### config.mk
export PLATFORM = sky130hd
export DESIGN_NAME = pftc_wrap
export DESIGN_NICKNAME = d
export VERILOG_FILES = /design/src/design/pftc_pkg.sv /design/src/design/pftc_wrap.sv
export SDC_FILE = /design/constraint.sdc
export NUM_CORES = 1
export LEC_CHECK = 0
export ABC_CLOCK_PERIOD_IN_PS = 39900
export BUFFER_PORTS_ARGS = -buffer_cell sky130_fd_sc_hd__buf_2
export CORE_MARGIN = 5
export CORE_UTILIZATION = 51
export DETAILED_ROUTE_END_ITERATION = 10
export PLACE_DENSITY_LB_ADDON = 0.25
export SLEW_MARGIN = 25
export SYNTH_ARGS = -nofsm -noshare
export SYNTH_HDL_FRONTEND = slang
export SYNTH_SLANG_ARGS = --single-unit
### constraint.sdc
create_clock -name i_clk -period 39.9 [get_ports i_clk]
set_input_delay 7.98 -clock i_clk [delete_from_list [all_inputs] [get_ports i_clk]]
set_output_delay 7.98 -clock i_clk [all_outputs]
set_load 0.01 [all_outputs]
### src/design/pftc_pkg.sv
// shared constants, widths and the quarter-sine table for the perspective floor mapper
// no dependencies; used by pftc_div, pftc_wrap and perspective_floor_texcoord_core
package pftc_pkg;

    localparam int ANGLE_STEPS  = 1024;
    localparam int FAR_RATIO    = 20;
    localparam int TEX_DIM_MAX  = 4096;

    // angle index split: quadrant in the top two bits, table step below
    localparam int HEAD_W       = 10;
    localparam int QSTEP_W      = HEAD_W - 2;
    localparam int SIN_TAB_LAST = ANGLE_STEPS / 4;
    localparam int SIN_IDX_W    = QSTEP_W + 1;
    localparam int SIN_W        = 15;

    // reciprocal-depth divider: quotient z, Q.12
    localparam int NUM_W        = 21;
    localparam int DEN_W        = 21;
    localparam int Z_W          = 25;
    localparam int DIV_STAGES   = 5;
    localparam int DIV_STEPS    = Z_W / DIV_STAGES;
    localparam int DEN_BASE     = FAR_RATIO * 65536;
    localparam int DEN_STEP     = FAR_RATIO - 1;

    // texture wrap
    localparam int COORD_W      = 12;
    localparam int SIZE_W       = 13;
    localparam int PT_W         = 18;
    localparam int MAG_W        = 18;
    localparam int WRAP_STAGES  = 3;
    localparam int WRAP_STEPS   = MAG_W / WRAP_STAGES;

    typedef logic [SIN_W-1:0] t_sin_q14;
    typedef t_sin_q14 t_sin_tab [0:SIN_TAB_LAST];

    // sin(pi/2 * 4k / N) in Q1.14 by a Q30 taylor series, evaluated at elaboration
    function automatic t_sin_tab build_sin_tab();
        t_sin_tab        tab;
        longint unsigned x;
        longint unsigned x2;
        longint unsigned term;
        longint unsigned m;
        longint          sum;
        longint          r;
        for (int k = 0; k <= SIN_TAB_LAST; k++) begin
            m    = longint'(4 * k);
            // ANGLE_STEPS is 2^HEAD_W
            x    = (64'd1686629713 * m) >> HEAD_W;
            x2   = (x * x) >> 30;
            term = x;
            sum  = longint'(x);
            for (int i = 1; i <= 9; i++) begin
                term = (term * x2) >> 30;
                // divide by (2i)(2i+1)
                case (i)
                    1:       term = term / 64'd6;
                    2:       term = term / 64'd20;
                    3:       term = term / 64'd42;
                    4:       term = term / 64'd72;
                    5:       term = term / 64'd110;
                    6:       term = term / 64'd156;
                    7:       term = term / 64'd210;
                    8:       term = term / 64'd272;
                    default: term = term / 64'd342;
                endcase
                if ((i & 1) == 1) begin
                    sum = sum - longint'(term);
                end else begin
                    sum = sum + longint'(term);
                end
            end
            if (sum < 0) begin
                sum = 0;
            end
            r = (sum + 32768) >>> 16;
            if (r > 16384) begin
                r = 16384;
            end
            tab[k] = t_sin_q14'(r);
        end
        return tab;
    endfunction

    localparam t_sin_tab SIN_TAB = build_sin_tab();

endpackage

### src/design/pftc_wrap.sv
// floored modulo of a signed texel coordinate by the clamped texture size
// depends on pftc_pkg; abs stage, three remainder stages, sign fix stage
module pftc_wrap (
    input  logic                              i_clk,
    input  logic signed [pftc_pkg::PT_W-1:0]  i_val,
    input  logic [pftc_pkg::SIZE_W-1:0]       i_size,
    output logic [pftc_pkg::COORD_W-1:0]      o_coord
);

    localparam int NS = pftc_pkg::WRAP_STAGES;
    localparam int SW = pftc_pkg::SIZE_W;
    localparam int MW = pftc_pkg::MAG_W;

    logic [SW-1:0] mod_m;

    always_comb begin
        if (i_size == '0) begin
            mod_m = SW'(1);
        end else if (i_size > SW'(pftc_pkg::TEX_DIM_MAX)) begin
            mod_m = SW'(pftc_pkg::TEX_DIM_MAX);
        end else begin
            mod_m = i_size;
        end
    end

    logic          r_neg0;
    logic [MW-1:0] r_mag0;

    always_ff @(posedge i_clk) begin
        r_neg0 <= i_val[pftc_pkg::PT_W-1];
        r_mag0 <= i_val[pftc_pkg::PT_W-1] ? MW'(-i_val) : MW'(i_val);
    end

    logic [SW-1:0] a_rem [0:NS-1];
    logic [MW-1:0] a_low [0:NS-1];
    logic          a_neg [0:NS-1];
    logic [SW-1:0] r_rem [0:NS-1];
    logic [MW-1:0] r_low [0:NS-1];
    logic          r_neg [0:NS-1];

    assign a_rem[0] = '0;
    assign a_low[0] = r_mag0;
    assign a_neg[0] = r_neg0;

    for (genvar g = 0; g < NS; g++) begin : g_stage
        logic [SW-1:0] n_rem;
        logic [MW-1:0] n_low;

        if (g > 0) begin : g_link
            assign a_rem[g] = r_rem[g-1];
            assign a_low[g] = r_low[g-1];
            assign a_neg[g] = r_neg[g-1];
        end

        always_comb begin
            logic [SW:0] rem2;
            n_rem = a_rem[g];
            n_low = a_low[g];
            for (int s = 0; s < pftc_pkg::WRAP_STEPS; s++) begin
                rem2  = {n_rem, n_low[MW-1]};
                n_low = {n_low[MW-2:0], 1'b0};
                if (rem2 >= {1'b0, mod_m}) begin
                    n_rem = SW'(rem2 - {1'b0, mod_m});
                end else begin
                    n_rem = rem2[SW-1:0];
                end
            end
        end

        always_ff @(posedge i_clk) begin
            r_rem[g] <= n_rem;
            r_low[g] <= n_low;
            r_neg[g] <= a_neg[g];
        end
    end

    logic [SW-1:0] fixed;

    // negative input with a nonzero remainder folds back into range
    always_comb begin
        if (r_neg[NS-1] && (r_rem[NS-1] != '0)) begin
            fixed = mod_m - r_rem[NS-1];
        end else begin
            fixed = r_rem[NS-1];
        end
    end

    always_ff @(posedge i_clk) begin
        o_coord <= fixed[pftc_pkg::COORD_W-1:0];
    end

endmodule

==> results_dict.tcl <==
set metrics [dict create \
    ys_ff_latch 91 \
    finalSetupViolations 0 \
    critPathMaxFanout 35 \
    synth_edf_count 0 \
    cp_common_cell "ha_1" \
    hold_viol 0 \
    wl_um 49000 \
    netlist_instances 2119 \
    pre_cts_ws_ns 14.96 \
    path_depth 68 \
    postCtsHoldBufs 0 \
    pin_count 44 \
    route.detailed.drc 0 \
    syn-num-nets 2404 \
    min_period_ns 24.97 \
    fin_crit_sh_pct 62.6 \
    path_clk_slew_ns 0.07 \
    worstReg2RegEnd "r_rem[0][22]" \
    coreArea_um2 31400 \
    clock-sinks 91 \
    drt_first_pass_iters 6 \
    dp_hpwl_um 38100 \
    hp-class "flop to flop" \
    yosysWarningCount 0 \
    ant_nets 0 \
    worstPathRequired_ns 40.10 \
    rows 65 \
    drtIter0Drc 1326 \
    utilization_pct 54.6 \
    drv_slew 0 \
    grt_usage_pct 26.9 \
    reg2reg_depth 59 \
    design_area_um2 17100 \
    rsz0062_at_grt "false" \
    antenna_found_initial 6 \
    cts_buffers 9 \
    endpoint_kind "flop" \
    gp_congestion 0.939 \
    cts_root_buf "clkbuf_16" \
    cp_slowest_cell "and2_1" \
    drt-vias-per-instance 6.26 \
    die_w_um 188 \
    tritoncts "yes" \
    grt_pass1_wl_um 78600 \
    cp.arrival_ns 25.18 \
    async_reset_ff_share_pct 0 \
    seq_area_frac_synth_pct 11.3 \
    status "finished, final reports clean" \
    tightest_slew_ns 0.837 \
    dieArea_um2 35300 \
    placed_area_um2 16800 \
    tns_ns 0 \
    critPathTopFamily "compound AO/OA/AOI/OAI gates" \
    num-nets-final 2432 \
    post_cts_resized 0 \
    startpoint "i_size[4]" \
    grt_overflow 0 \
    ys_dominant_reg_cell "dfxtp_1" \
    via_count 16000 \
    clkLatencyLatePin_ns 0.35 \
    cts_setup_buffers 0 \
    maxCapViolations 0 \
    crit_path_end "r_rem[0][22]" \
    max_slew_margin_pct 44.2 \
    rr_startpoint "r_rem[0][10]" \
    path_class "primary input to flop" \
    ctsLongestPathBuffers 2 \
    area_growth_pct 6.07 \
    start_util_pct 51.4 \
    setup_ws_ns 14.93 \
    cp.buffers_inverters 6 \
    grt_max_degree 38 \
    fmax_ghz 0.0400 \
    fin_skew_ns 0.00853 \
    routedWlPerCell_um 19.1 \
    drive_gt1_share_pct 8.78 \
    synth_area_um2 16100 \
    slowest_delay_ns 0.70 \
    synth.distinct_cells 99 \
    grt_pass1_vias 15300 \
    place.port_buffers 43 \
    rrSetupSlack_ns 23.27 \
    htree_levels 3 \
    worstSetupStartpointType "primary input" \
    die_y_um 188 \
    syn_area_per_cell_um2 7.62 \
]
cell usage in the layout, fill, tap and decap left out, types with 54 or more instances in the layout:
cell type    n
nor3_1      59
xnor2_1    118
inv_1      156
o21ai_0    141
nand3_1     54
dfxtp_1     91
nand2_1    169
xor2_1      58
nor2_1     155
ha_1       235
a21oi_1    143
sequential cells by signal, summed over array words and instances, names as in the netlist:
signal / flops
r_rem: 39
r_low: 18
r_mag0: 18
o_coord: 12
r_neg: 3
r_neg0: 1
worst min path at each step:
stage,start,end,cells after the start
after floorplan,r_mag0[0],r_low[0][0],0
after global placement,r_neg0,r_neg[0][0],0
after detailed placement,r_mag0[1],r_low[0][1],0
after CTS,r_mag0[2],r_low[0][2],0
after global routing,r_mag0[9],r_low[0][9],0
final,r_mag0[2],r_low[0][2],0
cell type report:
cell class                 count  area [um2]
fill                        3012       14300
sequential                    91        1820
timing repair buffer          67         395
tap                          402         503
antenna                        6        15.0
clock inverter                 4        57.6
clock buffer                  12         246
inverter                     156         586
multi-input combinational   1822       13500
stage by stage:
stage          hold WS (ns)  cells
3_5_place_dp          0.312   2538
6_report              0.326   2560
3_3_place_gp          0.310   2538
2_1_floorplan         0.310   2119
4_1_cts               0.327   2554
5_1_grt               0.340   2560
cell families after synthesis:
group,synth area share [%]
mux,6.71
buf+inv,5.11
xor+xnor,9.55
fa+ha+maj,20.4
simple gates,21.3
flops,11.3
compound gates,25.6
layer usage:
metal	GRT usage (%)	vias to the layer above	part of all wire, %
met2	44.6	563	46
met5	0	-	0
li1	-	7856	-
met1	36.2	7509	45
met4	9.66	0	3.4
met3	3.00	110	6.2
Yosys cell counts, types with 13 or more instances:
| master | n | area [um2] |
|---|---|---|
| clkbuf_1 | 27 | 101 |
| or2_2 | 17 | 106 |
| a21o_1 | 52 | 390 |
| fa_1 | 18 | 360 |
| a21boi_0 | 18 | 135 |
| xor2_1 | 58 | 508 |
| o31ai_1 | 19 | 143 |
| o211ai_1 | 14 | 105 |
| o41ai_1 | 15 | 131 |
| xnor2_1 | 118 | 1030 |
| nor3_1 | 59 | 295 |
| o21a_1 | 30 | 225 |
| mux2_2 | 52 | 586 |
| inv_1 | 156 | 586 |
| a21oi_1 | 143 | 716 |
| ha_1 | 235 | 2940 |
| nand2_1 | 169 | 634 |
| a221o_1 | 18 | 180 |
| nand4_1 | 41 | 257 |
| buf_2 | 15 | 75.1 |
| nand2b_1 | 35 | 219 |
| a211oi_1 | 20 | 150 |
| and3_1 | 18 | 113 |
| or3_1 | 21 | 131 |
| nor2b_1 | 44 | 275 |
| o21bai_1 | 13 | 97.6 |
| and2_1 | 18 | 113 |
| mux2i_1 | 46 | 460 |
| nand3_1 | 54 | 270 |
| o21ai_0 | 141 | 706 |
| dfxtp_1 | 91 | 1820 |
| nor2_1 | 156 | 586 |
Power is left out: the tool's default activity adds up to more than one toggle a clock period on the data nets, which glitch-free logic cannot reach.
