==> config.mk <==
export PLATFORM = sky130hd
export DESIGN_NAME = pftc_div
export DESIGN_NICKNAME = d
export VERILOG_FILES = /design/src/design/pftc_pkg.sv /design/src/design/pftc_div.sv
export SDC_FILE = /design/constraint.sdc
export NUM_CORES = 2
export LEC_CHECK = 0
export BUFFER_PORTS_ARGS = -buffer_cell sky130_fd_sc_hd__buf_2
export CORE_MARGIN = 2
export CORE_UTILIZATION = 55
export CTS_BUF_LIST = sky130_fd_sc_hd__clkbuf_4
export DETAILED_ROUTE_END_ITERATION = 7
export HOLD_SLACK_MARGIN = 0.06
export PLACE_DENSITY = 0.72
export SLEW_MARGIN = 40
export SYNTH_ARGS = -nofsm -noshare
export SYNTH_HDL_FRONTEND = slang
export SYNTH_SLANG_ARGS = --single-unit
==> constraint.sdc <==
create_clock -name i_clk -period 18.3 [get_ports i_clk]
set_input_delay 0.915 -clock i_clk [delete_from_list [all_inputs] [get_ports i_clk]]
set_output_delay 0.915 -clock i_clk [all_outputs]
set_load 0.02 [all_outputs]
==> src/design/pftc_pkg.sv <==
// shared constants, widths and the quarter-sine table for the perspective floor mapper
// no dependencies; used by pftc_div, pftc_wrap and perspective_floor_texcoord_core
package pftc_pkg;

    localparam int ANGLE_STEPS  = 1024;
    localparam int FAR_RATIO    = 20;
    localparam int TEX_DIM_MAX  = 4096;

    // angle index split: quadrant in the top two bits, table step below
    localparam int HEAD_W       = 10;
    localparam int QSTEP_W      = HEAD_W - 2;
    localparam int SIN_TAB_LAST = ANGLE_STEPS / 4;
    localparam int SIN_IDX_W    = QSTEP_W + 1;
    localparam int SIN_W        = 15;

    // reciprocal-depth divider: quotient z, Q.12
    localparam int NUM_W        = 21;
    localparam int DEN_W        = 21;
    localparam int Z_W          = 25;
    localparam int DIV_STAGES   = 5;
    localparam int DIV_STEPS    = Z_W / DIV_STAGES;
    localparam int DEN_BASE     = FAR_RATIO * 65536;
    localparam int DEN_STEP     = FAR_RATIO - 1;

    // texture wrap
    localparam int COORD_W      = 12;
    localparam int SIZE_W       = 13;
    localparam int PT_W         = 18;
    localparam int MAG_W        = 18;
    localparam int WRAP_STAGES  = 3;
    localparam int WRAP_STEPS   = MAG_W / WRAP_STAGES;

    typedef logic [SIN_W-1:0] t_sin_q14;
    typedef t_sin_q14 t_sin_tab [0:SIN_TAB_LAST];

    // sin(pi/2 * 4k / N) in Q1.14 by a Q30 taylor series, evaluated at elaboration
    function automatic t_sin_tab build_sin_tab();
        t_sin_tab        tab;
        longint unsigned x;
        longint unsigned x2;
        longint unsigned term;
        longint unsigned m;
        longint          sum;
        longint          r;
        for (int k = 0; k <= SIN_TAB_LAST; k++) begin
            m    = longint'(4 * k);
            // ANGLE_STEPS is 2^HEAD_W
            x    = (64'd1686629713 * m) >> HEAD_W;
            x2   = (x * x) >> 30;
            term = x;
            sum  = longint'(x);
            for (int i = 1; i <= 9; i++) begin
                term = (term * x2) >> 30;
                // divide by (2i)(2i+1)
                case (i)
                    1:       term = term / 64'd6;
                    2:       term = term / 64'd20;
                    3:       term = term / 64'd42;
                    4:       term = term / 64'd72;
                    5:       term = term / 64'd110;
                    6:       term = term / 64'd156;
                    7:       term = term / 64'd210;
                    8:       term = term / 64'd272;
                    default: term = term / 64'd342;
                endcase
                if ((i & 1) == 1) begin
                    sum = sum - longint'(term);
                end else begin
                    sum = sum + longint'(term);
                end
            end
            if (sum < 0) begin
                sum = 0;
            end
            r = (sum + 32768) >>> 16;
            if (r > 16384) begin
                r = 16384;
            end
            tab[k] = t_sin_q14'(r);
        end
        return tab;
    endfunction

    localparam t_sin_tab SIN_TAB = build_sin_tab();

endpackage

==> src/design/pftc_div.sv <==
// pipelined restoring divider for the line depth z = num * 2^20 / den
// depends on pftc_pkg; five quotient bits per stage, no stall
module pftc_div (
    input  logic                          i_clk,
    input  logic [pftc_pkg::NUM_W-1:0]    i_num,
    input  logic [pftc_pkg::DEN_W-1:0]    i_den,
    output logic [pftc_pkg::Z_W-1:0]      o_quo
);

    localparam int NS = pftc_pkg::DIV_STAGES;
    localparam int DW = pftc_pkg::DEN_W;
    localparam int ZW = pftc_pkg::Z_W;
    localparam int LO = pftc_pkg::NUM_W - ZW + 20;

    logic [DW-1:0] a_rem [0:NS-1];
    logic [ZW-1:0] a_low [0:NS-1];
    logic [ZW-1:0] a_quo [0:NS-1];
    logic [DW-1:0] a_den [0:NS-1];

    logic [DW-1:0] r_rem [0:NS-1];
    logic [ZW-1:0] r_low [0:NS-1];
    logic [ZW-1:0] r_quo [0:NS-1];
    logic [DW-1:0] r_den [0:NS-1];

    // bits above the quotient width of num*2^20 start as the remainder (below den)
    assign a_rem[0] = DW'(i_num[pftc_pkg::NUM_W-1:pftc_pkg::NUM_W-LO]);
    assign a_low[0] = {i_num[pftc_pkg::NUM_W-LO-1:0], 20'd0};
    assign a_quo[0] = '0;
    assign a_den[0] = i_den;

    for (genvar g = 0; g < NS; g++) begin : g_stage
        logic [DW-1:0] n_rem;
        logic [ZW-1:0] n_low;
        logic [ZW-1:0] n_quo;

        if (g > 0) begin : g_link
            assign a_rem[g] = r_rem[g-1];
            assign a_low[g] = r_low[g-1];
            assign a_quo[g] = r_quo[g-1];
            assign a_den[g] = r_den[g-1];
        end

        always_comb begin
            logic [DW:0] rem2;
            n_rem = a_rem[g];
            n_low = a_low[g];
            n_quo = a_quo[g];
            for (int s = 0; s < pftc_pkg::DIV_STEPS; s++) begin
                rem2  = {n_rem, n_low[ZW-1]};
                n_low = {n_low[ZW-2:0], 1'b0};
                if (rem2 >= {1'b0, a_den[g]}) begin
                    n_rem = DW'(rem2 - {1'b0, a_den[g]});
                    n_quo = {n_quo[ZW-2:0], 1'b1};
                end else begin
                    n_rem = rem2[DW-1:0];
                    n_quo = {n_quo[ZW-2:0], 1'b0};
                end
            end
        end

        always_ff @(posedge i_clk) begin
            r_rem[g] <= n_rem;
            r_low[g] <= n_low;
            r_quo[g] <= n_quo;
            r_den[g] <= a_den[g];
        end
    end

    assign o_quo = r_quo[NS-1];

endmodule

==> results.cfg <==
[status]
status = finished clean

[global_route]
grt_max_degree = 33
grt.overflow.total = 0
antenna_found_initial = 1
grtUsageTotal_pct = 29.47
grt_pass1_vias = 29250
grt_pass1_wl_um = 150500

[sta]
finalSetupTns_ns = 0
clock_skew_ns = 0.1011
slew_violations = 0
finalCritPeriodShare_pct = 92.70
hold_viol_final = 0
setup_viol = 0
fmax_mhz = 58.95
rsz0062_at_grt = no
slew_headroom_pct = 42.81
tightest_slew_ns = 0.8363
fin_crit_ns = 16.96

[logic_synthesis]
synth_cell_types = 94
dominantRegCellSynth = dfxtp_1
synth-edff-count = 0
async_reset_ff_share_pct = 0
postSynthCellCount = 4228
syn_avg_cell_area_um2 = 7.839
yosysSeqAreaShare_pct = 14.68
ys_seq_elements = 243
yosys_warnings = 0
netlist_area_um2 = 33140
syn_nets = 4784

[floorplan]
fp.dieArea_um2 = 62240
start_util_pct = 55.94
io_pins = 68
core-area_um2 = 59240
die_w_um = 249.5
die_y_um = 249.5
num_rows = 89

[finish]
drive_above_1_share_pct = 12.04
area_delta_synth_final_pct = 6.773
final_area_um2 = 35390
nets = 4881
regArea_um2 = 4865
multi_input_area_um2 = 27040
nFillCells = 5534

[cts]
post_cts_buffers = 0
post_cts_resize_count = 0
clk_latency_ns = 0.86
h-tree-depth = 3
cts-root-buf = clkbuf_4
max-clock-path-buffers = 3
cts_made_buffers = 74
cts.sinks = 243
cts.reportedPaths.clkPinSlew_ns = 0.07
cts_tree = built
ctsHoldBuffers = 0

[critical_path]
worstPathBufferInverterCount = 6
critPathMaxFanout = 32
critPathTopFamily = compound AO/OA/AOI/OAI gates
slowest_stage = dfxtp_1
start_kind = flop
worstPathRequired_ns = 19.00
cp_common_cell = a21oi_1
crit_path_end_kind = flop
max_stage_delay_ns = 0.68
crit_arrival_ns = 17.67
critPathKind = flop to flop

[job]
maxCapViolCount = 0

[place]
io_buffers = 67
dp_hpwl_um = 76950
gp_routability_congestion = 0.9663
placed_area_um2 = 34340

[routing]
drtPass1Iterations = 6
viasPerCell = 6.076
wirelength_um = 93990
routedWlPerCell_um = 18.22
drtAntennaViolNets = 0
num_vias = 31340
drc = 0
drt-initial-drc-count = 2162

[worst_hold_path]
min_path_type = input port to flop
-- through the flow --
stage                     hold WS [ns]  instances  setup WS (ns)  utilization [%]
final                           0.2103       5158          1.336            59.73
after global placement          0.3102       5022          1.680            57.95
after floorplan                 0.3096       4228          3.629                -
after global routing            0.1821       5158         0.1577            59.73
after CTS                       0.1290       5157          1.224            59.72
after detailed placement        0.3121       5022          1.364            57.96
-- worst register-to-register path: cells and delay by family, from the launching register on --
kind | cells | cell delay, ns
AOI/OAI and AO/OA | 27 | 7.75
xor gates and xnor gates | 1 | 0.16
adders and majority gates | 5 | 1.82
buffers and inverters | 6 | 1.48
DFF | 1 | 0.68
muxes | 4 | 1.49
and+or+nand+nor | 15 | 3.44
-- path summary, 6_finish.rpt --
path | slack, ns | depth (start not counted) | end | startpoint
min | 0.21 | 1 | r_den[0][5] | i_den[5]
max reg2reg | 1.34 | 58 | r_rem[0][64] | r_den[0][42]
min reg2reg | 0.26 | 0 | r_quo[0][118] | r_quo[0][88]
max | 1.34 | 58 | r_rem[0][64] | r_den[0][42]
-- Yosys cell counts, types with 9 or more instances --
cell type | n | share of area [%]
xor2_1 | 124 | 3.3
a211oi_1 | 42 | 0.95
or4_1 | 10 | 0.23
nor2b_1 | 50 | 0.94
nor3_1 | 102 | 1.5
nor2_1 | 339 | 3.8
buf_2 | 25 | 0.38
or3_1 | 35 | 0.66
nand2b_1 | 71 | 1.3
mux2_1 | 11 | 0.37
o21ai_0 | 291 | 4.4
and3_1 | 43 | 0.81
nand4_1 | 46 | 0.87
inv_1 | 233 | 2.6
o21bai_1 | 48 | 1.1
o22ai_1 | 11 | 0.21
o31a_1 | 10 | 0.26
a211o_1 | 17 | 0.45
o2111ai_1 | 13 | 0.34
and4_1 | 12 | 0.32
a21boi_0 | 16 | 0.36
clkbuf_1 | 40 | 0.45
and2_1 | 29 | 0.55
o211ai_1 | 29 | 0.66
a21o_1 | 154 | 3.5
fa_1 | 9 | 0.54
xnor2_1 | 274 | 7.2
mux2i_1 | 25 | 0.76
dfxtp_1 | 243 | 15
or2_2 | 29 | 0.55
inv_2 | 9 | 0.10
o41ai_1 | 9 | 0.24
mux2_2 | 226 | 7.7
nand3_1 | 80 | 1.2
nor4_1 | 14 | 0.26
a31o_2 | 12 | 0.32
nand2_1 | 301 | 3.4
ha_1 | 504 | 19
a21oi_1 | 377 | 5.7
o31ai_1 | 30 | 0.68
o21a_1 | 79 | 1.8
o221ai_1 | 13 | 0.34
a31oi_1 | 34 | 0.64
-- routing by layer --
layer  vias up  part of all wire (%)  track usage [%]
li1      15820                     -                -
met1     14430                    45            38.12
met2       899                    45            48.57
met3       197                   5.7            3.817
met4         0                   4.5            13.91
met5         -                     0                0
-- sequential cells by signal, indices dropped and copies added, names as in the netlist --
signal,cells
r_den,84
r_rem,84
r_quo,75
-- cells in the final DEF, fill, tap and decap left out, types with 30 or more instances in the layout --
master and n:
ha_1 504, a21oi_1 377, nor2_1 339, nand2_1 301, o21ai_0 291, xnor2_1 274
dfxtp_1 243, inv_1 233, mux2_2 226, a21o_1 154, xor2_1 124, nor3_1 101
clkbuf_4 99, nand3_1 80, o21a_1 79, nand2b_1 71, buf_2 67, nor2b_1 50
o21bai_1 48, nand4_1 46, and3_1 43, a211oi_1 41, or3_1 35, a31oi_1 34
o31ai_1 30
-- layout make-up --
class	count	share of cell area, %
timing repair buffer	96	1.563
tap	773	2.733
antenna	1	0.007072
clock buffer	99	2.100
sequential	243	13.75
multi-input combinational	3665	76.41
inverter	245	2.599
clock inverter	36	0.8415
-- logic make-up (layout without fill, tap and decap cells) --
group | after synthesis | in the layout | synth area share, %
other cells | 0 | 1 | 0
simple gates | 1198 | 1198 | 17.52
xor+xnor | 398 | 398 | 10.52
buf+inv | 320 | 476 | 3.809
fa+ha+maj | 513 | 513 | 19.57
compound gates | 1287 | 1287 | 24.77
mux | 269 | 269 | 9.125
flops | 243 | 243 | 14.68
Power is left out: the tool's default activity adds up to more than one toggle a clock period on the data nets, which glitch-free logic cannot reach.
